## config.mk

```make
export PLATFORM = sky130hd
export DESIGN_NAME = pft_reduce
export DESIGN_NICKNAME = d
export VERILOG_FILES = /design/src/hw/rtl/planar_frame_transform_assert.svh /design/src/hw/rtl/pft_pkg.sv /design/src/hw/rtl/pft_reduce.sv
export SDC_FILE = /design/constraint.sdc
export NUM_CORES = 2
export LEC_CHECK = 0
export ABC_CLOCK_PERIOD_IN_PS = 27300
export BUFFER_PORTS_ARGS = -buffer_cell sky130_fd_sc_hd__buf_2
export CAP_MARGIN = 15
export CORE_UTILIZATION = 25
export DETAILED_ROUTE_END_ITERATION = 16
export GPL_ROUTABILITY_DRIVEN = 0
export SLEW_MARGIN = 20
export SYNTH_ARGS = -nofsm -noshare
export SYNTH_HDL_FRONTEND = slang
export SYNTH_SLANG_ARGS = --single-unit
```

## constraint.sdc

```tcl
create_clock -name clk -period 27.3 [get_ports clk]
set_input_delay 2.73 -clock clk [delete_from_list [all_inputs] [get_ports clk]]
set_output_delay 2.73 -clock clk [all_outputs]
set_load 0.05 [all_outputs]
```

## src/hw/rtl/planar_frame_transform_assert.svh

```systemverilog
// Assertion macros used by the planar frame transform top level.
`ifndef PLANAR_FRAME_TRANSFORM_ASSERT_SVH
`define PLANAR_FRAME_TRANSFORM_ASSERT_SVH

// Same-cycle implication, checked out of reset.
`define PFT_ASSERT_IMPLIES(label, clk, rst_n, ante, cons, msg) \
    label: assert property (@(posedge clk) disable iff (!rst_n) (ante) |-> (cons)) \
        else $error(msg);

// Next-cycle implication, checked out of reset.
`define PFT_ASSERT_NEXT(label, clk, rst_n, ante, cons, msg) \
    label: assert property (@(posedge clk) disable iff (!rst_n) (ante) |=> (cons)) \
        else $error(msg);

`endif

```

## src/hw/rtl/pft_pkg.sv

```systemverilog
// Shared types, constants and the arctangent table of the planar frame transform.
package pft_pkg;

    localparam int CORDIC_STAGES_DEF = 16;
    localparam int POS_WIDTH_DEF     = 32;
    localparam int MAX_STAGES        = 32;

    // field widths
    localparam int POS_W  = 32;
    localparam int HEAD_W = 24;

    // datapath widths
    localparam int OPND_W      = 33;   // position operand, holds a difference
    localparam int XY_W        = 34;   // CORDIC x and y, Q1.30 plus headroom
    localparam int Z_W         = 33;   // CORDIC residual angle, Q.30
    localparam int RED_W       = 35;   // angle remainder path
    localparam int ZSHIFT      = 14;   // Q.16 to Q.30
    localparam int ROUND_SHIFT = 30;

    localparam logic [RED_W-1:0]        TURN_U      = 35'd6746518852;
    localparam logic signed [RED_W-1:0] TURN_Q30    = 35'sd6746518852;
    localparam logic signed [RED_W-1:0] HALF_Q30    = 35'sd3373259426;
    localparam logic signed [RED_W-1:0] QUARTER_Q30 = 35'sd1686629713;
    localparam logic signed [XY_W-1:0]  GAIN_Q30    = 34'sd652032874;

    // whole turns in a Q.16 heading: (abs * TURN_RECIP) >> RECIP_SHIFT, low by at most one
    localparam logic [13:0] TURN_RECIP   = 14'd10430;
    localparam int          RECIP_SHIFT  = 32;
    localparam int          Q_W          = 6;

    typedef struct packed {
        logic                     action;
        logic signed [OPND_W-1:0] opa;
        logic signed [OPND_W-1:0] opb;
        logic signed [POS_W-1:0]  offx;
        logic signed [POS_W-1:0]  offy;
        logic signed [HEAD_W-1:0] heading;
        logic signed [POS_W-1:0]  curvature;
        logic signed [POS_W-1:0]  station;
    } side_t;

    typedef struct packed {
        side_t                  side;
        logic signed [XY_W-1:0] x;
        logic signed [XY_W-1:0] y;
        logic signed [Z_W-1:0]  z;
        logic                   flip;
    } rot_t;

    function automatic logic [Z_W-1:0] atan_q30(input int idx);
        logic [Z_W-1:0] v;
        unique case (idx)
            0:  v = 33'd843314856;
            1:  v = 33'd497837829;
            2:  v = 33'd263043836;
            3:  v = 33'd133525158;
            4:  v = 33'd67021686;
            5:  v = 33'd33543515;
            6:  v = 33'd16775850;
            7:  v = 33'd8388437;
            8:  v = 33'd4194282;
            9:  v = 33'd2097149;
            10: v = 33'd1048575;
            11: v = 33'd524287;
            12: v = 33'd262143;
            13: v = 33'd131071;
            14: v = 33'd65535;
            15: v = 33'd32767;
            16: v = 33'd16383;
            17: v = 33'd8191;
            18: v = 33'd4095;
            19: v = 33'd2047;
            20: v = 33'd1023;
            21: v = 33'd511;
            22: v = 33'd255;
            23: v = 33'd127;
            24: v = 33'd63;
            25: v = 33'd31;
            26: v = 33'd15;
            27: v = 33'd7;
            28: v = 33'd3;
            29: v = 33'd1;
            default: v = '0;
        endcase
        return v;
    endfunction

endpackage

```

## src/hw/rtl/pft_reduce.sv

```systemverilog
// Front end: operand setup, heading result, and angle reduction into the CORDIC range.
module pft_reduce import pft_pkg::*; (
    input  logic                     clk,
    input  logic                     rst_n,
    input  logic                     in_valid,
    output logic                     in_ready,
    input  logic                     action,
    input  logic signed [POS_W-1:0]  ref_x,
    input  logic signed [POS_W-1:0]  ref_y,
    input  logic signed [HEAD_W-1:0] ref_heading,
    input  logic signed [POS_W-1:0]  tgt_x,
    input  logic signed [POS_W-1:0]  tgt_y,
    input  logic signed [HEAD_W-1:0] tgt_heading,
    input  logic signed [POS_W-1:0]  tgt_curvature,
    input  logic signed [POS_W-1:0]  tgt_station,
    output logic                     out_valid,
    input  logic                     out_ready,
    output rot_t                     out_data
);

    localparam int HS_W  = HEAD_W + 1;
    localparam int QP_W  = RECIP_SHIFT + Q_W;
    localparam int AZ_W  = HEAD_W + ZSHIFT;
    localparam int RP_W  = Q_W + RED_W;
    localparam logic signed [HS_W-1:0] HEAD_MAX = HS_W'((1 << (HEAD_W - 1)) - 1);
    localparam logic signed [HS_W-1:0] HEAD_MIN = -HEAD_MAX - HS_W'(1);

    typedef struct packed {
        side_t             side;
        logic              neg;
        logic [HEAD_W-1:0] abs_rh;
        logic [Q_W-1:0]    quo;
    } s0_t;

    typedef struct packed {
        side_t            side;
        logic             neg;
        logic [RED_W-1:0] rem;
    } s1_t;

    typedef struct packed {
        side_t                   side;
        logic signed [RED_W-1:0] z;
    } s2_t;

    logic s0_valid_reg, s1_valid_reg, s2_valid_reg, s3_valid_reg;
    logic s0_valid_next, s1_valid_next, s2_valid_next, s3_valid_next;
    logic s0_ready, s1_ready, s2_ready, s3_ready;
    s0_t  s0_reg, s0_next;
    s1_t  s1_reg, s1_next;
    s2_t  s2_reg, s2_next;
    rot_t s3_reg, s3_next;

    assign s3_ready = !s3_valid_reg || out_ready;
    assign s2_ready = !s2_valid_reg || s3_ready;
    assign s1_ready = !s1_valid_reg || s2_ready;
    assign s0_ready = !s0_valid_reg || s1_ready;
    assign in_ready = s0_ready;

    assign s0_valid_next = s0_ready ? in_valid     : s0_valid_reg;
    assign s1_valid_next = s1_ready ? s0_valid_reg : s1_valid_reg;
    assign s2_valid_next = s2_ready ? s1_valid_reg : s2_valid_reg;
    assign s3_valid_next = s3_ready ? s2_valid_reg : s3_valid_reg;

    // operands, heading result and whole-turn estimate
    always_comb begin
        logic [QP_W-1:0]          qprod;
        logic signed [OPND_W-1:0] dx;
        logic signed [OPND_W-1:0] dy;
        logic signed [HS_W-1:0]   hsum;
        s0_next.neg    = ref_heading[HEAD_W-1];
        s0_next.abs_rh = ref_heading[HEAD_W-1] ? HEAD_W'(-ref_heading) : HEAD_W'(ref_heading);
        qprod          = QP_W'(s0_next.abs_rh) * QP_W'(TURN_RECIP);
        s0_next.quo    = qprod[RECIP_SHIFT +: Q_W];
        dx = OPND_W'(tgt_x) - OPND_W'(ref_x);
        dy = OPND_W'(tgt_y) - OPND_W'(ref_y);
        hsum = action ? HS_W'(tgt_heading) - HS_W'(ref_heading)
                      : HS_W'(ref_heading) + HS_W'(tgt_heading);
        s0_next.side.action = action;
        s0_next.side.opa    = action ? dx : OPND_W'(tgt_x);
        s0_next.side.opb    = action ? dy : OPND_W'(tgt_y);
        s0_next.side.offx   = action ? '0 : ref_x;
        s0_next.side.offy   = action ? '0 : ref_y;
        priority if (hsum > HEAD_MAX) begin
            s0_next.side.heading = HEAD_MAX[HEAD_W-1:0];
        end
        else if (hsum < HEAD_MIN) begin
            s0_next.side.heading = HEAD_MIN[HEAD_W-1:0];
        end
        else begin
            s0_next.side.heading = hsum[HEAD_W-1:0];
        end
        s0_next.side.curvature = tgt_curvature;
        s0_next.side.station   = action ? '0 : tgt_station;
    end

    // remainder after the estimated whole turns
    always_comb begin
        logic [AZ_W-1:0] abs_z;
        logic [RP_W-1:0] qt;
        logic [RP_W-1:0] rem_full;
        abs_z        = {s0_reg.abs_rh, ZSHIFT'(0)};
        qt           = RP_W'(s0_reg.quo) * RP_W'(TURN_U);
        rem_full     = RP_W'(abs_z) - qt;
        s1_next.side = s0_reg.side;
        s1_next.neg  = s0_reg.neg;
        s1_next.rem  = rem_full[RED_W-1:0];
    end

    // correct the estimate by one turn, restore the sign
    always_comb begin
        logic [RED_W-1:0] r;
        r = (s1_reg.rem >= TURN_U) ? s1_reg.rem - TURN_U : s1_reg.rem;
        s2_next.side = s1_reg.side;
        s2_next.z    = s1_reg.neg ? -$signed(r) : $signed(r);
    end

    // wrap into one half turn each way, then fold into a quarter turn
    always_comb begin
        logic signed [RED_W-1:0] zw;
        logic signed [RED_W-1:0] zf;
        logic                    flip;
        priority if (s2_reg.z > HALF_Q30) begin
            zw = s2_reg.z - TURN_Q30;
        end
        else if (s2_reg.z < -HALF_Q30) begin
            zw = s2_reg.z + TURN_Q30;
        end
        else begin
            zw = s2_reg.z;
        end
        priority if (zw > QUARTER_Q30) begin
            zf   = zw - HALF_Q30;
            flip = 1'b1;
        end
        else if (zw < -QUARTER_Q30) begin
            zf   = zw + HALF_Q30;
            flip = 1'b1;
        end
        else begin
            zf   = zw;
            flip = 1'b0;
        end
        s3_next.side = s2_reg.side;
        s3_next.x    = GAIN_Q30;
        s3_next.y    = '0;
        s3_next.z    = zf[Z_W-1:0];
        s3_next.flip = flip;
    end

    always_ff @(posedge clk or negedge rst_n) begin
        if (!rst_n) begin
            s0_valid_reg <= 1'b0;
            s1_valid_reg <= 1'b0;
            s2_valid_reg <= 1'b0;
            s3_valid_reg <= 1'b0;
        end
        else begin
            s0_valid_reg <= s0_valid_next;
            s1_valid_reg <= s1_valid_next;
            s2_valid_reg <= s2_valid_next;
            s3_valid_reg <= s3_valid_next;
        end
    end

    always_ff @(posedge clk) begin
        if (s0_ready) begin
            s0_reg <= s0_next;
        end
        if (s1_ready) begin
            s1_reg <= s1_next;
        end
        if (s2_ready) begin
            s2_reg <= s2_next;
        end
        if (s3_ready) begin
            s3_reg <= s3_next;
        end
    end

    assign out_valid = s3_valid_reg;
    assign out_data  = s3_reg;

endmodule

```

# Word level (Yosys, flattened, before mapping)
# Cells that the tools add are included.
classes:
  n_addsub: 12
  eq_ne: 0
  n_reduce_logical: 8
  div: 0
  order_cmp: 7
  bitwise: 0
  multipliers: 2
  n_shift: 0
  n_mux: 12
op_table:
  columns: ["cell", "count"]
  rows:
  - ["35-bit two-way mux", 4]
  - ["33-bit two-way mux", 4]
  - ["32-bit by 32-bit subtractor with 33-bit output", 2]
  - ["24-bit two-way mux", 2]
  - ["24-bit by 13-bit multiplier with 37-bit output (second input constant)", 1]
  - ["35-bit by 34-bit adder with 35-bit output (second input constant)", 1]
  - ["35-bit by 33-bit >= comparator with 1-bit output (second input constant)", 1]
  - ["35-bit by 32-bit > comparator with 1-bit output (second input constant)", 1]
  - ["35-bit by 33-bit > comparator with 1-bit output (second input constant)", 1]
  - ["35-bit by 32-bit < comparator with 1-bit output (second input constant)", 1]
  - ["35-bit by 33-bit < comparator with 1-bit output (second input constant)", 1]
  - ["35-bit negation", 1]
  - ["35-bit by 33-bit subtractor with 35-bit output (second input constant)", 1]
  - ["35-bit by 34-bit subtractor with 35-bit output (second input constant)", 1]
  - ["35-bit subtractor", 1]
  - ["33-bit adder (second input constant)", 1]
  - ["6-bit by 31-bit multiplier with 33-bit output (second input constant)", 1]
  - ["33-bit subtractor (second input constant)", 1]
  - ["24-bit by 24-bit adder with 25-bit output", 1]
  - ["25-bit by 24-bit > comparator with 1-bit output (second input constant)", 1]
  - ["25-bit by 24-bit < comparator with 1-bit output (second input constant)", 1]
  - ["25-bit two-way mux", 1]
  - ["24-bit by 24-bit subtractor with 25-bit output", 1]
  - ["24-bit negation", 1]
  - ["3 further kinds", 9]
totals:
  romBits: 0
  input_bits: 245
  memories: 0
  ff_bits: 1013
  elab_cells: 85
  latchBits: 0
  out_inout_bits: 323
  mem_bits_rw: 0

# Depth between registers and ports, before layout
logic_depth:
  word_depth: 6
  ltp_mapped: 31
  depth_no_buf: 31

# Worst setup path after synthesis
# No wires, ideal clock.
synth_path:
  kind: "input -> register"
  start: "input out_ready"
  end: "register s0_reg[0] in the netlist's numbering, enable pin"
  arrival_ns: 10.105
  setup_ns: 3.193
  stages: 2
  t_required_ns: 24.107
  path_buffers: 0
  path_slack_ns: 14.002
  cell_sequence: "nor2b_1 > nand4_1"
synth_between:
  elab_chain_len: 4
synth_lines:
  columns: ["element", "line", "text"]
  rows:
  - ["start: declaration", "pft_reduce.sv:17", "input logic out_ready,"]
  - ["1-bit logical OR", "pft_reduce.sv:54", "assign s3_ready = !s3_valid_reg || out_ready;"]
  - ["1-bit logical OR", "pft_reduce.sv:55", "assign s2_ready = !s2_valid_reg || s3_ready;"]
  - ["1-bit logical OR", "pft_reduce.sv:56", "assign s1_ready = !s1_valid_reg || s2_ready;"]
  - ["1-bit logical OR", "pft_reduce.sv:57", "assign s0_ready = !s0_valid_reg || s1_ready;"]
  - ["net in_ready", "pft_reduce.sv:6", "output logic in_ready,"]
  - ["end signal: assignment", "pft_reduce.sv:168", "s0_reg <= s0_next;"]
  - ["end: declaration", "pft_reduce.sv:49", "s0_t s0_reg, s0_next;"]
# The timed path passes the listed nets, and every way through them passes these cells.
# A chain may end at the register's enable or synchronous reset.

==> metrics.md <==
| Metric | Value |
|---|---|
| Grt met2 use | `0.217` |
| H-tree depth | `3` |
| Worst path top cell family by delay | `simple AND/OR/NAND/NOR gates` |
| Status | `finished clean` |
| CP endpoint kind | `flop` |
| TritonCTS Buffers | `109` |
| Post-synthesis mux area share | `0.0114` |
| Post-placement cell count | `7032` |
| Synth Area in Adders | `0.125` |
| Worst Setup SP | `ref_heading[0]` |
| Worst skew pair latency | `0.75 ns` |
| Final cell count without fillers | `7248` |
| Vias in the first global route | `32.0k` |
| Setup Viol. Count Final | `0` |
| Post-CTS Resized | `0` |
| Die Wd | `456 microns` |
| Drt pass-1 iters | `6` |
| #FFs+latches synth | `1007` |
| Full die area | `208000 sq um` |
| Core Rows | `166` |
| Root Driver | `clkbuf_16` |
| Synth Area in XOR/XNOR | `0.0551` |
| Largest family of logic cells by synthesized area | `adder cells` |
| P&R area growth vs syn | `17.7%` |
| First-pass GRT wire length | `194000 microns` |
| I/O Pins | `568` |
| Core ar. | `205000 sq um` |
| TNS Setup | `0 ns` |
| CP required | `27.76 ns` |
| Met3 Use GR | `0.0190` |
| Max FFs per register | `253` |
| Commonest non-fill, non-tap cell in the layout | `edfxtp_1` |
| DR WL/cell | `17.8 microns` |
| Post-Synth Simple-Gate Area | `0.0805` |
| Most frequent cells in the layout | `edfxtp_1 (1003), buf_2 (497), inv_1 (438), ha_1 (300), nor2_1 (224)` |
| WP data arrival | `10.83 ns` |
| Worst reg2reg setup slack | `20.20 ns` |
| Final Critical Period | `10.36 ns` |
| Fraction of layout cells with a size suffix above 1 | `0.183` |
| Share of the clock period used by the worst path | `0.380` |
| Post-synth EDFFs | `1003` |
| Ys async rst share | `0.00397` |
| CP Depth | `32` |
| Placed cell area | `57000 sq um` |
| Pins Over Slew Limit | `0` |
| Synth unique cells | `121` |
| Hold Path Origin | `s2_reg[119]` |
| Worst hold-check path type | `flop to flop` |
| Grt met1 use | `0.145` |
| CP max stage cell | `xor2_1` |
| Clock skew | `0.0386 ns` |
| Port Buf Inserts | `498` |
| Critical path class | `input pin to flop` |
| FF-to-FF Start | `s0_reg[2]` |
| Unrepaired setup endpoints after global routing | `false` |
| Compound-gate portion of the synthesized area | `0.0917` |
| Max Cap Violations | `0` |
| Initial DRC Count | `2324` |
| Max incr delay on CP | `0.56 ns` |
| R2R Path End | `s1_reg[33]` |
| Detailed Route WL | `129000 microns` |
| Starting Density | `0.252` |
| Initial antenna violation count | `35` |
| Seq/Total Area, Yosys | `0.586` |
| Antenna Nets Post-Route | `0` |
| Post-synth top flop | `edfxtp_1` |
| CTS sink cnt | `1007` |
| Final hold violation count | `0` |
| Post-detail-place hpwl | `97300 microns` |
| Final nets | `5137` |
| Peak fanout along the critical path | `9` |
| GR Util All Layers | `0.121` |
| Maximum clock insertion buffer count | `3` |
| Cell Area, Synth | `51600 sq um` |
| Total number of yosys warnings | `0` |
| Syn Area/Cell | `13.2 sq um` |
| Buf/Inv on CP | `5` |
| CTS tree | `built` |
| Post-CTS setup buffer count | `0` |
| Top Usage Layer GRT | `met2` |
| Worst-margin pin slew | `1.05 ns` |
| Die Ht | `456 microns` |
| Worst Setup Start Kind | `input pin` |
| Via count | `32.1k` |
| Rel. slew slack | `0.300` |
| Largest net degree at the start of global routing | `86` |
| # DRC | `0` |
| Hold_buf cts | `0` |
| Clock Pin Slew Worst Setup and Hold Paths | `0.06 ns` |
| Worst setup endpoint | `s0_reg[5]` |
| Via density per instance | `4.43` |
| Global route overflow | `0` |
| Worst r2r path cells | `25` |
| Final hold slack | `0.390 ns` |
| Design area | `60700 sq um` |
| Post-Syn Instances | `3912` |
| Maximum clock frequency | `96.5 MHz` |
-- cells by family after synthesis --
family	count (synthesis)
other cells	2
compound gates	684
buf+inv	602
fa+ha+maj	436
xor+xnor	312
simple gates	816
flops	1007
mux	53
-- worst min path at each step --
stage	cells past startpoint	endpoint
floorplan	0	out_data[102]
global placement	0	out_data[133]
detailed placement	0	out_data[104]
CTS	0	out_data[186]
global route	0	s1_reg[67]
finish	0	out_data[186]
-- cell usage after synthesis (all sizes together), types with 16 or more instances --
cell type  instances  area [sq um]
or3               27           174
a211oi            22           175
nand2b            37           231
a21o              53           399
xnor2            209          1910
nor4              16           134
a21oi            148           741
and3              36           225
edfxtp          1003         30100
o211ai            18           140
o31ai             33           280
and2              27           171
nor2             226           867
a31oi             32           221
clkbuf            47           176
o22ai             18           125
nand3             51           260
nand4             23           150
buf              113           748
xor2             103           932
inv              442          1660
o21ai            170           858
o21a              27           204
fa               136          2720
mux2              46           518
nand2            172           646
ha               300          3750
nor3              69           350
nor2b             65           407
or2               18           115
-- per-stage QoR --
stage	utilization	setup WS, ns
global placement	0.278	16.41
floorplan	-	14.00
CTS	0.296	17.02
global route	0.297	16.35
detailed placement	0.279	16.25
finish	0.297	16.94
-- metal layers --
metal / share of wire / wire [microns]
met4: 0.032 / 4070
met3: 0.043 / 5560
met2: 0.51 / 66200
met5: 0.00043 / 55
met1: 0.41 / 53100
-- final cells by class --
cell class                      count  area [sq um]
Timing Repair Buffer              526          2720
Antenna cell                       18          45.0
Multi-Input combinational cell   2370         19100
Fill cell                       20600        144000
Tap cell                         2688          3360
Sequential cell                  1007         30200
Clock buffer                      127          2820
Inverter                          442          1670
Clock inverter                     70           820
Power is not shown: default switching activity piles up to over one toggle a cycle in this logic, so the estimate is an artifact.
