## src/hw/rtl/planar_frame_transform_assert.svh

```systemverilog
// Assertion macros used by the planar frame transform top level.
`ifndef PLANAR_FRAME_TRANSFORM_ASSERT_SVH
`define PLANAR_FRAME_TRANSFORM_ASSERT_SVH

// Same-cycle implication, checked out of reset.
`define PFT_ASSERT_IMPLIES(label, clk, rst_n, ante, cons, msg) \
    label: assert property (@(posedge clk) disable iff (!rst_n) (ante) |-> (cons)) \
        else $error(msg);

// Next-cycle implication, checked out of reset.
`define PFT_ASSERT_NEXT(label, clk, rst_n, ante, cons, msg) \
    label: assert property (@(posedge clk) disable iff (!rst_n) (ante) |=> (cons)) \
        else $error(msg);

`endif

```

## src/hw/rtl/pft_pkg.sv

```systemverilog
// Shared types, constants and the arctangent table of the planar frame transform.
package pft_pkg;

    localparam int CORDIC_STAGES_DEF = 16;
    localparam int POS_WIDTH_DEF     = 32;
    localparam int MAX_STAGES        = 32;

    // field widths
    localparam int POS_W  = 32;
    localparam int HEAD_W = 24;

    // datapath widths
    localparam int OPND_W      = 33;   // position operand, holds a difference
    localparam int XY_W        = 34;   // CORDIC x and y, Q1.30 plus headroom
    localparam int Z_W         = 33;   // CORDIC residual angle, Q.30
    localparam int RED_W       = 35;   // angle remainder path
    localparam int ZSHIFT      = 14;   // Q.16 to Q.30
    localparam int ROUND_SHIFT = 30;

    localparam logic [RED_W-1:0]        TURN_U      = 35'd6746518852;
    localparam logic signed [RED_W-1:0] TURN_Q30    = 35'sd6746518852;
    localparam logic signed [RED_W-1:0] HALF_Q30    = 35'sd3373259426;
    localparam logic signed [RED_W-1:0] QUARTER_Q30 = 35'sd1686629713;
    localparam logic signed [XY_W-1:0]  GAIN_Q30    = 34'sd652032874;

    // whole turns in a Q.16 heading: (abs * TURN_RECIP) >> RECIP_SHIFT, low by at most one
    localparam logic [13:0] TURN_RECIP   = 14'd10430;
    localparam int          RECIP_SHIFT  = 32;
    localparam int          Q_W          = 6;

    typedef struct packed {
        logic                     action;
        logic signed [OPND_W-1:0] opa;
        logic signed [OPND_W-1:0] opb;
        logic signed [POS_W-1:0]  offx;
        logic signed [POS_W-1:0]  offy;
        logic signed [HEAD_W-1:0] heading;
        logic signed [POS_W-1:0]  curvature;
        logic signed [POS_W-1:0]  station;
    } side_t;

    typedef struct packed {
        side_t                  side;
        logic signed [XY_W-1:0] x;
        logic signed [XY_W-1:0] y;
        logic signed [Z_W-1:0]  z;
        logic                   flip;
    } rot_t;

    function automatic logic [Z_W-1:0] atan_q30(input int idx);
        logic [Z_W-1:0] v;
        unique case (idx)
            0:  v = 33'd843314856;
            1:  v = 33'd497837829;
            2:  v = 33'd263043836;
            3:  v = 33'd133525158;
            4:  v = 33'd67021686;
            5:  v = 33'd33543515;
            6:  v = 33'd16775850;
            7:  v = 33'd8388437;
            8:  v = 33'd4194282;
            9:  v = 33'd2097149;
            10: v = 33'd1048575;
            11: v = 33'd524287;
            12: v = 33'd262143;
            13: v = 33'd131071;
            14: v = 33'd65535;
            15: v = 33'd32767;
            16: v = 33'd16383;
            17: v = 33'd8191;
            18: v = 33'd4095;
            19: v = 33'd2047;
            20: v = 33'd1023;
            21: v = 33'd511;
            22: v = 33'd255;
            23: v = 33'd127;
            24: v = 33'd63;
            25: v = 33'd31;
            26: v = 33'd15;
            27: v = 33'd7;
            28: v = 33'd3;
            29: v = 33'd1;
            default: v = '0;
        endcase
        return v;
    endfunction

endpackage

```

## src/hw/rtl/pft_cordic_cell.sv

```systemverilog
// One CORDIC rotation cell: a fixed shift and arctangent, one register stage.
module pft_cordic_cell import pft_pkg::*; #(
    parameter int STAGE = 0
) (
    input  logic clk,
    input  logic rst_n,
    input  logic in_valid,
    output logic in_ready,
    input  rot_t in_data,
    output logic out_valid,
    input  logic out_ready,
    output rot_t out_data
);

    localparam logic signed [Z_W-1:0] ATAN = $signed(atan_q30(STAGE));

    logic valid_reg, valid_next;
    rot_t data_reg, data_next;

    assign in_ready   = !valid_reg || out_ready;
    assign valid_next = in_ready ? in_valid : valid_reg;

    // zero residual rotates the positive way
    always_comb begin
        logic signed [XY_W-1:0] dx;
        logic signed [XY_W-1:0] dy;
        dx        = in_data.y >>> STAGE;
        dy        = in_data.x >>> STAGE;
        data_next = in_data;
        if (!in_data.z[Z_W-1]) begin
            data_next.x = in_data.x - dx;
            data_next.y = in_data.y + dy;
            data_next.z = in_data.z - ATAN;
        end
        else begin
            data_next.x = in_data.x + dx;
            data_next.y = in_data.y - dy;
            data_next.z = in_data.z + ATAN;
        end
    end

    always_ff @(posedge clk or negedge rst_n) begin
        if (!rst_n) begin
            valid_reg <= 1'b0;
        end
        else begin
            valid_reg <= valid_next;
        end
    end

    always_ff @(posedge clk) begin
        if (in_ready) begin
            data_reg <= data_next;
        end
    end

    assign out_valid = valid_reg;
    assign out_data  = data_reg;

endmodule

```

## config.mk

```make
export PLATFORM = sky130hd
export DESIGN_NAME = pft_cordic_cell
export DESIGN_NICKNAME = d
export VERILOG_FILES = /design/src/hw/rtl/planar_frame_transform_assert.svh /design/src/hw/rtl/pft_pkg.sv /design/src/hw/rtl/pft_cordic_cell.sv
export SDC_FILE = /design/constraint.sdc
export NUM_CORES = 1
export LEC_CHECK = 0
export BUFFER_PORTS_ARGS = -buffer_cell sky130_fd_sc_hd__buf_2
export CAP_MARGIN = 20
export CORE_AREA = 2 2 249 251
export DETAILED_ROUTE_END_ITERATION = 10
export DIE_AREA = 0 0 251 253
export GPL_TIMING_DRIVEN = 1
export PLACE_DENSITY = 0.56
export SYNTH_ARGS = -nofsm -noshare
export SYNTH_HDL_FRONTEND = slang
export SYNTH_SLANG_ARGS = --single-unit
```

## constraint.sdc

```tcl
create_clock -name clk -period 8.9 [get_ports clk]
set_input_delay 0 -clock clk [delete_from_list [all_inputs] [get_ports clk]]
set_output_delay 0 -clock clk [all_outputs]
set_load 0.01 [all_outputs]
```

[Yosys cells after proc, flatten, opt, wreduce, memory -nomap -nowiden]
Cells that the tools add are included.
Cells by class
  $add $sub $neg: 5
  multiplexer cells: 1
  reductions and logical operators: 2
Operators by type and width (number)
  $mux 101: 1
  $sub 34x34->34: 2
  $add 34x34->34: 1
  $add 33x31->33 const B: 1
  $sub 33x31->33 const B: 1
  $logic_not 1->1: 1
  $logic_or 1x1->1: 1
Word-level totals
  register bits: 322
  output and inout bits: 323
  word-level logic and storage cells: 21

[Logic depth before layout (Yosys ltp)]
Gate-level depths: netlist of the first run.
  word-level depth: 2
  mapped depth: 13
  depth with buffers taken out: 12

[Least setup slack after synthesis of the first run]
OpenSTA, ideal clock, no wires.
  path type: register -> register
  start: reg valid_reg, in the netlist out_valid
  end: reg data_reg (netlist bit out_data[0]), enable pin
  arrival time: 7.742 ns
  data required time: 8.154 ns
  setup slack: 0.412 ns
  cell stages (with the launch flop): 2
  buffers on the path: 0
  clock period less this slack: 8.488 ns
  cell sequence: dfrtp_1 nand2b_1
On the way
  longest elaborated chain between the ends: 2
Ends and longest elaborated chain
  start: declaration: line pft_cordic_cell.sv:17  | logic valid_reg, valid_next;
  start signal: assignment: line pft_cordic_cell.sv:47  | valid_reg <= valid_next;
  $logic_not 1->1: line pft_cordic_cell.sv:20  | assign in_ready = !valid_reg || out_ready;
  $logic_or 1x1->1: line pft_cordic_cell.sv:20
  named net in_ready: line pft_cordic_cell.sv:8  | output logic in_ready,
  end signal: assignment: line pft_cordic_cell.sv:53  | data_reg <= data_next;
  end: declaration: line pft_cordic_cell.sv:18  | rot_t data_reg, data_next;
The timed path passes the listed nets, and every way through them passes these cells.
A chain may end at the register's enable or synchronous reset.

==> results.md, run 1 <==
- Hold WS: roughly 0.028 ns
- Switch Pwr: between 0.001 and 0.0015 W
- GRT met2 Usage: 38.19%
- Yosys cell types: 83
- FF-to-FF Start: out_valid
- DIE WIDTH: ~250 µm
- CTS tree: built
- Met3 GRT Util: 7.340%
- Register area share after synthesis: 57.20%
- Remaining Overflow, GRT: 0
- GP Congestion: approximately 0.93
- Combinational share of power: about a quarter
- Worst Setup EP: out_data[31]
- Total setup buffers inserted after CTS: 0
- Setup TNS: 0 ns
- Worst VDD drop: between 0.1 and 0.15 mV
- CP arrival: between 4 and 5 ns
- Vias in the first global route: ~15,000
- First-pass GRT wire length: 107,300 µm
- CTS Buf Count: 40
- Nets: between 2,000 and 3,000
- DP Wirelength: between 50,000 and 60,000 µm
- Crit path kind: input port to register
- Largest net degree at the start of global routing: 172
- Int Power: around 0.0032 W
- Port Buffers: ~650
- Top_reg_cell synth: edfxtp_1
- EDFF count, synth: 320
- Vias after detailed routing: about 15,000
- Post-synth net total: about 1,900
- Crit. End Element: register
- Status: completed
- Layout area overhead: 46.40%
- Final setup viols: 0
- Synthesized area: roughly 17,000 µm²
- Hold Path Class: input port to register
- DR iter-0 viols: 1,172
- Worst-Skew Late Latency: 0.56 ns
- Post-Route WL: between 70,000 and 80,000 µm
- R2R Path End: out_valid
- Leakage Power: about 11 nW
- Hold Violations, Final: 0
- Initial antenna violation count: 15
- Flops & latches, synth: 321
- Final Cycle Share: a little under half
- CP Launch Point: in_data[33]
- IO Count: roughly 650
- Area fraction of the dominant cell type after synthesis: a little under three fifths
- Setup WS post-layout: 4.788 ns
- Yosys Warn Count: 0
- Bufs on Longest Clock Path: 3
- Vias per cell: ~5
- Clock Sinks: around 320
- Reg2reg setup slack: slightly above 6 ns
- GR peak layer: met2
- Worst-margin pin slew: 1.116 ns
- Layout cell share with drive strength beyond 1: 31.80%
- DIE AREA: between 60,000 and 70,000 µm²
- Switching share of power: between 30% and 40%
- Final Total Pwr: between 0.004 and 0.005 W
- Slew headroom: around 26%
- Max FO, Critical Path: 49
- M1 GR Usage: 29.10%
- Starting Density: approximately 28%
- Fmax: between 0.2 and 0.25 GHz
- Root Driver: clkbuf_16
- Final Max Tran Viols: 0
- Cell taking the most area after synthesis: edfxtp_1
- DRT Pass-1 Iters: 5
- Count leader, synth: edfxtp_1
- Hold path depth: 3
- Synth Instances: between 1,000 and 1,500
- ANT nets after route: 0
- Pre-CTS WS: between 5 and 6 ns
- Synth top area cells: edfxtp_1 57%, ha_1 9.4%, a21oi_1 4.2%
- GR Util All Layers: between 20% and 30%
- Ys async rst share: less than 1%
- Clk pwr share: about a third
- Die Y: between 200 and 300 µm
- Min cycle time layout: 4.112 ns
- Htree depth: 2
- Worst-path clk slew: 0.06 ns
- CP startpoint kind: input port
- RSZ-0062 raised after global routing: no
- Core ar.: around 61,000 µm²
- Top cells by count, synth: 320 x edfxtp_1, 141 x a21oi_1, 127 x ha_1
- Rows: 91
- Max-Cap Viols: 0
- Worst Skew: 0.009052 ns
- Flop pwr share: between 40% and 50%
- R2R cell count: 3
- Avg Inst Size Synth: roughly 12 µm²
- DR WL/cell: approximately 25 µm
- Worst Path Required: a little over 9 ns
- P per Cell Area: between 150 and 200 nW/µm²
- Drc violations: 0
sequential cells by signal (all words and copies together) (netlist names):
signal     cells
out_valid      1
out_data     320
power groups by stage:
| stage | clock network (W) | registers (W) | logic, W |
|---|---|---|---|
| after floorplan | 0 | 0.00207 | 0.000448 |
| after CTS | 0.00163 | 0.00195 | 0.00112 |
| after detailed placement | 0 | 0.00197 | 0.00101 |
| after global routing | 0.00167 | 0.00196 | 0.00120 |
| final | 0.00158 | 0.00195 | 0.00111 |
| after global placement | 0 | 0.00198 | 0.00101 |
what timing repair did:
| action | 4_1_cts | 5_1_grt |
|---|---|---|
| endpoints found under the setup margin | 0 | 0 |
| hold buffers | 246 | 0 |
| gates resized for setup | 0 | 0 |
| endpoints found under the hold margin | 243 | 0 |
kinds of logic after synthesis:
group,after synthesis,share of synthesized area [%]
adder cells (fa/ha/maj),131,9.909
flip-flops,321,57.20
AO/OA/AOI/OAI,403,15.72
XOR/XNOR,89,4.628
AND/OR/NAND/NOR,277,7.599
buffers and inverters,153,3.506
multiplexers,24,1.441
final cells by class:
type,count,area (µm²)
diodes,4,10.01
clock buffers,48,1031
clock inverters,24,203.9
fillers,5886,36370
inverters,109,411.6
multi-input cells,924,6626
flip-flops and latches,321,9634
well taps,790,988.4
repair buffers,898,5753
cells in the final DEF, fill, tap and decap left out, types with 22 or more instances in the layout:
master / synthesis / routed
a21o_1: 28 / 28
nor3_1: 26 / 26
dlygate4sd3_1: 0 / 246
a21oi_1: 141 / 141
ha_1: 127 / 127
nand2_1: 63 / 63
xnor2_1: 73 / 73
o21bai_1: 29 / 29
edfxtp_1: 320 / 320
nor2_1: 100 / 100
mux2i_1: 22 / 22
inv_1: 100 / 100
clkbuf_16: 0 / 40
buf_2: 8 / 646
o21ai_0: 78 / 78
per-stage QoR:
step / instance area [µm²] / utilization, % / instances
6_report: 24660 / 40.41 / 3118
4_1_cts: 24650 / 40.39 / 3114
2_1_floorplan: 16840 / - / 1398
5_1_grt: 24650 / 40.40 / 3116
3_5_place_dp: 20950 / 34.33 / 2796
3_3_place_gp: 20950 / 34.33 / 2796
worst max-delay path, cell delays in order:
cell	delay [ns]
dlygate4sd3_1	0.55
buf_4	0.25
clkinv_1	0.08
buf_4	0.56
ha_1	0.37
a211oi_1	0.28
o21ai_0	0.14
a31oi_1	0.29
o21ai_1	0.24
a2bb2oi_2	0.22
a21oi_1	0.21
nor3_1	0.09
a2111oi_1	0.44
xnor2_1	0.10
dlygate4sd3_1	0.56
per-layer routing:
layer	wire, µm	share of wire [%]
met3	6789	8.8
met1	31580	41
met4	2539	3.3
met5	71	0.092
met2	36280	47
worst min path at each step:
stage / from / to / slack (ns)
after floorplan: rst_n / out_valid / -0.30
after global placement: rst_n / out_valid / -0.22
after detailed placement: rst_n / out_valid / -0.22
after CTS: in_data[6] / out_data[6] / 0.003
after global routing: in_data[6] / out_data[6] / 0.02
final: in_data[7] / out_data[7] / 0.03
Power figures use the tool's default switching activity.
==> run 2, diff against run 1 <==
--- a/config.mk
+++ b/config.mk
@@ -11,7 +11,7 @@
 export DETAILED_ROUTE_END_ITERATION = 10
 export DIE_AREA = 0 0 251 253
 export GPL_TIMING_DRIVEN = 1
-export PLACE_DENSITY = 0.56
+export PLACE_DENSITY = 0.54
 export SYNTH_ARGS = -nofsm -noshare
 export SYNTH_HDL_FRONTEND = slang
 export SYNTH_SLANG_ARGS = --single-unit
==> constraint.sdc (replaced) <==
create_clock -name clk -period 3.9 [get_ports clk]
set_input_delay 0 -clock clk [delete_from_list [all_inputs] [get_ports clk]]
set_output_delay 0 -clock clk [all_outputs]
set_load 0.01 [all_outputs]
==> results.md, run 2 (synthesis gave the netlist of run 1 again) <==
- Starting Density: around 28%
- M1 GR Usage: ~30%
- Post-Route WL: a little under 80,000 µm
- Layout cell share with drive strength beyond 1: 32.18%
- Slew headroom: between 20 and 30%
- Setup WS post-layout: around 0.76 ns
- Layout area overhead: 47.17%
- Crit path kind: input port to register
- Hold Path Class: input port to register
- Core ar.: roughly 61,000 µm²
- Int Power: 0.007445 W
- CP arrival: roughly 3.4 ns
- Post-CTS sizing: 0
- Combinational share of power: 23.9%
- Crit-path max cell delay: around 0.54 ns
- Clock Sinks: 321
- Max-Cap Viols: 0
- DR iter-0 viols: 1,206
- IO Count: 648
- Setup TNS: 0 ns
- Total setup buffers inserted after CTS: 0
- Htree depth: 2
- Status: completed
- Vias per cell: 4.953
- Hold Violations, Final: 0
- DR WL/cell: approximately 25 µm
- Port Buffers: between 600 and 700
- GP Congestion: ~0.93
- Largest net degree at the start of global routing: between 60 and 70
- Worst-Skew Late Latency: roughly 0.55 ns
- ANT nets after route: 0
- Crit. End Element: register
- DP Wirelength: 60,310 µm
- Most frequent cells in the layout: 646 x buf_2, 320 x edfxtp_1, 242 x dlygate4sd3_1
- Root Driver: clkbuf_16
- Die Y: 253 µm
- RSZ-0062 raised after global routing: no
- CTS tree: built
- DRT Pass-1 Iters: 5
- Clk pwr share: 34.5%
- Max FO, Critical Path: 4
- Met3 GRT Util: just under 6%
- Final setup viols: 0
- Worst VDD drop: 0.2996 mV
- Flop pwr share: between 40% and 50%
- Switch Pwr: 0.003253 W
- Worst Path Required: approximately 4.2 ns
- Max reg flops: 320
- Worst-path clk slew: about 0.060 ns
- GRT met2 Usage: between 30% and 40%
- Nets: roughly 2,800
- Crit path max-delay cell type: dlygate4sd3_1
- First-pass GRT wire length: between 100,000 and 150,000 µm
- GR Util All Layers: about a quarter
- Fmax: around 0.32 GHz
- CTS Buf Count: 40
- P per Cell Area: about 430 nW/µm²
- Vias after detailed routing: ~16,000
- Final Max Tran Viols: 0
- Worst path cell trace: dlygate4sd3_1 -> buf_2 -> ha_1 -> fa_1 -> nor2b_1 -> nor3_1 -> o21ai_1 -> a21oi_1 -> o31a_1 -> o21bai_1 -> a221oi_1 -> mux2i_1 -> xnor2_1
- Commonest non-fill, non-tap cell in the layout: buf_2
- Drc violations: 0
- Cts hold-fix bufs: 242
- Worst Skew: about 0.014 ns
- Min cycle time layout: roughly 3.1 ns
- DIE AREA: 63,500 µm²
- Leakage Power: around 11 nW
- Pre-CTS WS: 0.7429 ns
- GR peak layer: met2
- Final Cycle Share: 80.40%
- Vias in the first global route: around 15,000
- CP startpoint kind: input port
- DIE WIDTH: approximately 250 µm
- Worst-margin pin slew: between 1 and 1.5 ns
- Switching share of power: slightly above 30%
- Initial antenna violation count: 19
- Bufs on Longest Clock Path: 3
- Rows: 91
- Remaining Overflow, GRT: 0
## run 2: changes by cell type in the layout (fill, tap and decap cells not counted), sizes merged
cell         change
clkbuf           +4
inv              -1
diode            +3
clkinvlp         -1
dlygate4sd3      -4
clkinv           -5
buf             +15
bufinv           +2
## run 2: area by class of cell
class | instances | area [µm²]
fillers | 5874 | 36240
flip-flops and latches | 321 | 9634
multi-input cells | 924 | 6626
repair buffers | 909 | 5863
clock buffers | 52 | 1046
well taps | 790 | 988.4
inverters | 109 | 411.6
clock inverters | 19 | 201.4
diodes | 7 | 17.52
## run 2: worst paths after layout
kind / startpoint / endpoint / slack (ns) / depth (start not counted)
worst min register to register: out_valid / out_valid / 1.24 / 2
worst min-delay path: in_data[69] / out_data[35] / 0.03 / 3
max in group asynchronous: rst_n / out_valid / 3.53 / 3
worst max-delay path: in_data[68] / out_data[58] / 0.76 / 13
min in group asynchronous: rst_n / out_valid / 0.27 / 3
worst max register to register: out_valid / out_data[70] / 1.87 / 2
## run 2: worst max-delay path, delay by kind of cell
| kind | cells | cell delay (ns) |
|---|---|---|
| compound gates | 5 | 1.44 |
| buf+inv | 2 | 0.68 |
| fa+ha+maj | 2 | 0.62 |
| simple gates | 2 | 0.35 |
| xor+xnor | 1 | 0.17 |
| mux | 1 | 0.16 |
## run 2: power groups by stage
stage | clock network [W] | logic (W) | registers (W)
final | 0.00369 | 0.00256 | 0.00445
after CTS | 0.00379 | 0.00255 | 0.00445
after global routing | 0.00390 | 0.00274 | 0.00448
after detailed placement | 0 | 0.00232 | 0.00451
after floorplan | 0 | 0.00102 | 0.00465
after global placement | 0 | 0.00233 | 0.00451
## run 2: metrics by stage
step	power, W	area [µm²]	hold WS [ns]	instances	utilization [%]
global placement	0.006846	21100	-0.2249	2811	34.58
global route	0.01112	24780	0.03377	3129	40.61
finish	0.01070	24790	0.03392	3131	40.62
detailed placement	0.006829	21100	-0.2234	2811	34.58
CTS	0.01079	24770	0.001383	3124	40.59
floorplan	0.005678	16850	-0.2956	1398	-
## run 2: layer usage
layer,vias to the layer above,part of all wire (%)
li1,7005,-
met3,128,7.7
met1,7649,42
met4,14,3.2
met5,-,0.11
met2,711,47
==> run 3, diff against run 2 <==
==> constraint.sdc (replaced) <==
create_clock -name clk -period 3.2 [get_ports clk]
set_input_delay 0 -clock clk [delete_from_list [all_inputs] [get_ports clk]]
set_output_delay 0 -clock clk [all_outputs]
set_load 0.01 [all_outputs]
==> results.md, run 3 (synthesis gave the netlist of run 1 again) <==
- Commonest non-fill, non-tap cell in the layout: buf_2
- IO Count: between 600 and 700
- Clock Sinks: around 320
- Max reg flops: 320
- Hold Violations, Final: 0
- GR Util All Layers: 23.07%
- CTS Buf Count: 40
- Largest net degree at the start of global routing: 75
- Crit path kind: input port to register
- Port Buffers: around 650
- Final setup viols: 0
- Most frequent cells in the layout: 646 x buf_2, 320 x edfxtp_1, 247 x dlygate4sd3_1
- FF-to-FF Start: out_valid
- Worst path cell trace: dlygate4sd3_1 -> buf_2 -> ha_1 -> fa_1 -> nor2b_1 -> nor3_1 -> o21ai_1 -> a21oi_1 -> o31a_1 -> o21bai_1 -> a221oi_1 -> mux2i_1 -> xnor2_1
- DIE WIDTH: ~250 µm
- Bufs on Longest Clock Path: 3
- Max FO, Critical Path: 3
- Layout cell share with drive strength beyond 1: approximately a third
- Vias after detailed routing: ~16,000
- Post-CTS sizing: 0
- Worst-path clk slew: 0.06 ns
- Worst Skew: between 0.015 and 0.02 ns
- Crit-path max cell delay: 0.54 ns
- Remaining Overflow, GRT: 0
- Status: completed
- Crit path max-delay cell type: dlygate4sd3_1
- Initial antenna violation count: 11
- Root Driver: clkbuf_16
- Post-Route WL: 76,820 µm
- Final Cycle Share: between 90 and 100%
- Rows: 91
- CTS tree: built
- P per Cell Area: around 520 nW/µm²
- R2R Path End: out_data[85]
- Max-Cap Viols: 0
- Crit. End Element: register
- ANT nets after route: 0
- M1 WL: roughly 31,000 µm
- Leakage Power: around 11 nW
- First-pass GRT wire length: roughly 110,000 µm
- GP Congestion: about 0.93
- Worst path bufs/invs: 2
- Vias in the first global route: roughly 16,000
- Htree depth: 2
- Fmax: about 0.33 GHz
- DIE AREA: between 60,000 and 70,000 µm²
- DR WL/cell: ~24 µm
- Layout area overhead: 49.13%
- DR top layer: met5
- Final Total Pwr: about 0.013 W
- DR iter-0 viols: between 1,000 and 1,500
- Drc violations: 0
- Nets: about 2,800
- CP arrival: between 3 and 4 ns
- Die Y: 253 µm
- Reg2reg setup slack: 1.45 ns
- Worst Path Required: 3.50 ns
- Top Family by Delay on Critical Path: compound AO/OA/AOI/OAI gates
- Min cycle time layout: around 3 ns
- Hold Path Class: input port to register
- Core ar.: ~60,000 µm²
- Hold path depth: 3
- RSZ-0062 raised after global routing: no
- Final Max Tran Viols: 0
- DP Wirelength: roughly 60,000 µm
- Worst VDD drop: 0.3195 mV
- Vias per cell: 4.893
- Worst-margin pin slew: around 0.90 ns
- CP startpoint kind: input port
- DRT Pass-1 Iters: 5
- Starting Density: between 20% and 30%
- Slew headroom: about two fifths
- WL met2: around 36,000 µm
- Hold endpoint: out_data[22]
- Setup TNS: 0 ns
- Origin of the worst min-delay path: in_data[22]
- Worst-Skew Late Latency: 0.55 ns
- R2R cell count: 2
- Met3 routed WL: around 6000 µm
[run 3: cell count changes in the layout (fill, tap and decap cells not counted), moves of 3 or more]
| cell | before | now |
|---|---|---|
| inv_6 | 1 | 4 |
| buf_4 | 17 | 51 |
| diode_2 | 7 | 3 |
| dlygate4sd3_1 | 242 | 247 |
| clkbuf_1 | 12 | 6 |
[run 3: per-layer routing]
metal  GRT usage (%)  up-vias
li1                -     7105
met1           28.81     7557
met2           37.79      703
met3           5.746      131
met4           10.19        6
met5               0        -
[run 3: metrics by stage]
step	area, µm²	setup slack, ns	utilization, %	hold slack (ns)	std cells
final	25120	0.1760	41.16	0.03060	3168
after global routing	25110	0.03170	41.15	0.002265	3166
after CTS	25110	0.2305	41.15	0.002137	3165
after detailed placement	21380	0.1396	35.03	-0.2233	2846
after global placement	21380	0.1311	35.03	-0.2234	2846
after floorplan	16850	0.08387	-	-0.2956	1398
[run 3: timing repair]
action | 4_1_cts | 5_1_grt
setup buffers | 0 | 0
hold buffers | 247 | 0
setup endpoints to repair | 0 | 0
hold endpoints to repair | 245 | 0
[run 3: cell type report]
| class | count | area [µm²] |
|---|---|---|
| Clock inverter | 24 | 188.9 |
| Antenna cell | 3 | 7.507 |
| Clock buffer | 48 | 1074 |
| Fill cell | 5851 | 35910 |
| Inverter | 109 | 411.6 |
| Timing Repair Buffer | 949 | 6188 |
| Sequential cell | 321 | 9634 |
| Tap cell | 790 | 988.4 |
| Multi-Input combinational cell | 924 | 6626 |
[run 3: how the worst max path moves through the flow]
stage	cells after the start	start	slack, ns	to
2_1_floorplan	1	out_valid	0.08	out_data[0]
6_report	13	in_data[68]	0.18	out_data[92]
3_5_place_dp	11	in_data[48]	0.14	out_data[59]
5_1_grt	13	in_data[68]	0.03	out_data[92]
3_3_place_gp	11	in_data[48]	0.13	out_data[59]
4_1_cts	13	in_data[68]	0.23	out_data[92]
[run 3: power breakdown]
group | internal (W) | switching, W
Sequential | 0.00520 | 0.000182
Clock | 0.00256 | 0.00187
Combinational | 0.00131 | 0.00189
Total | 0.00908 | 0.00394
[run 3: worst reg2reg max path, stage by stage (launching register included)]
cell      delay [ns]
dfrtp_1         0.41
nand2b_4        0.38
buf_4           0.56
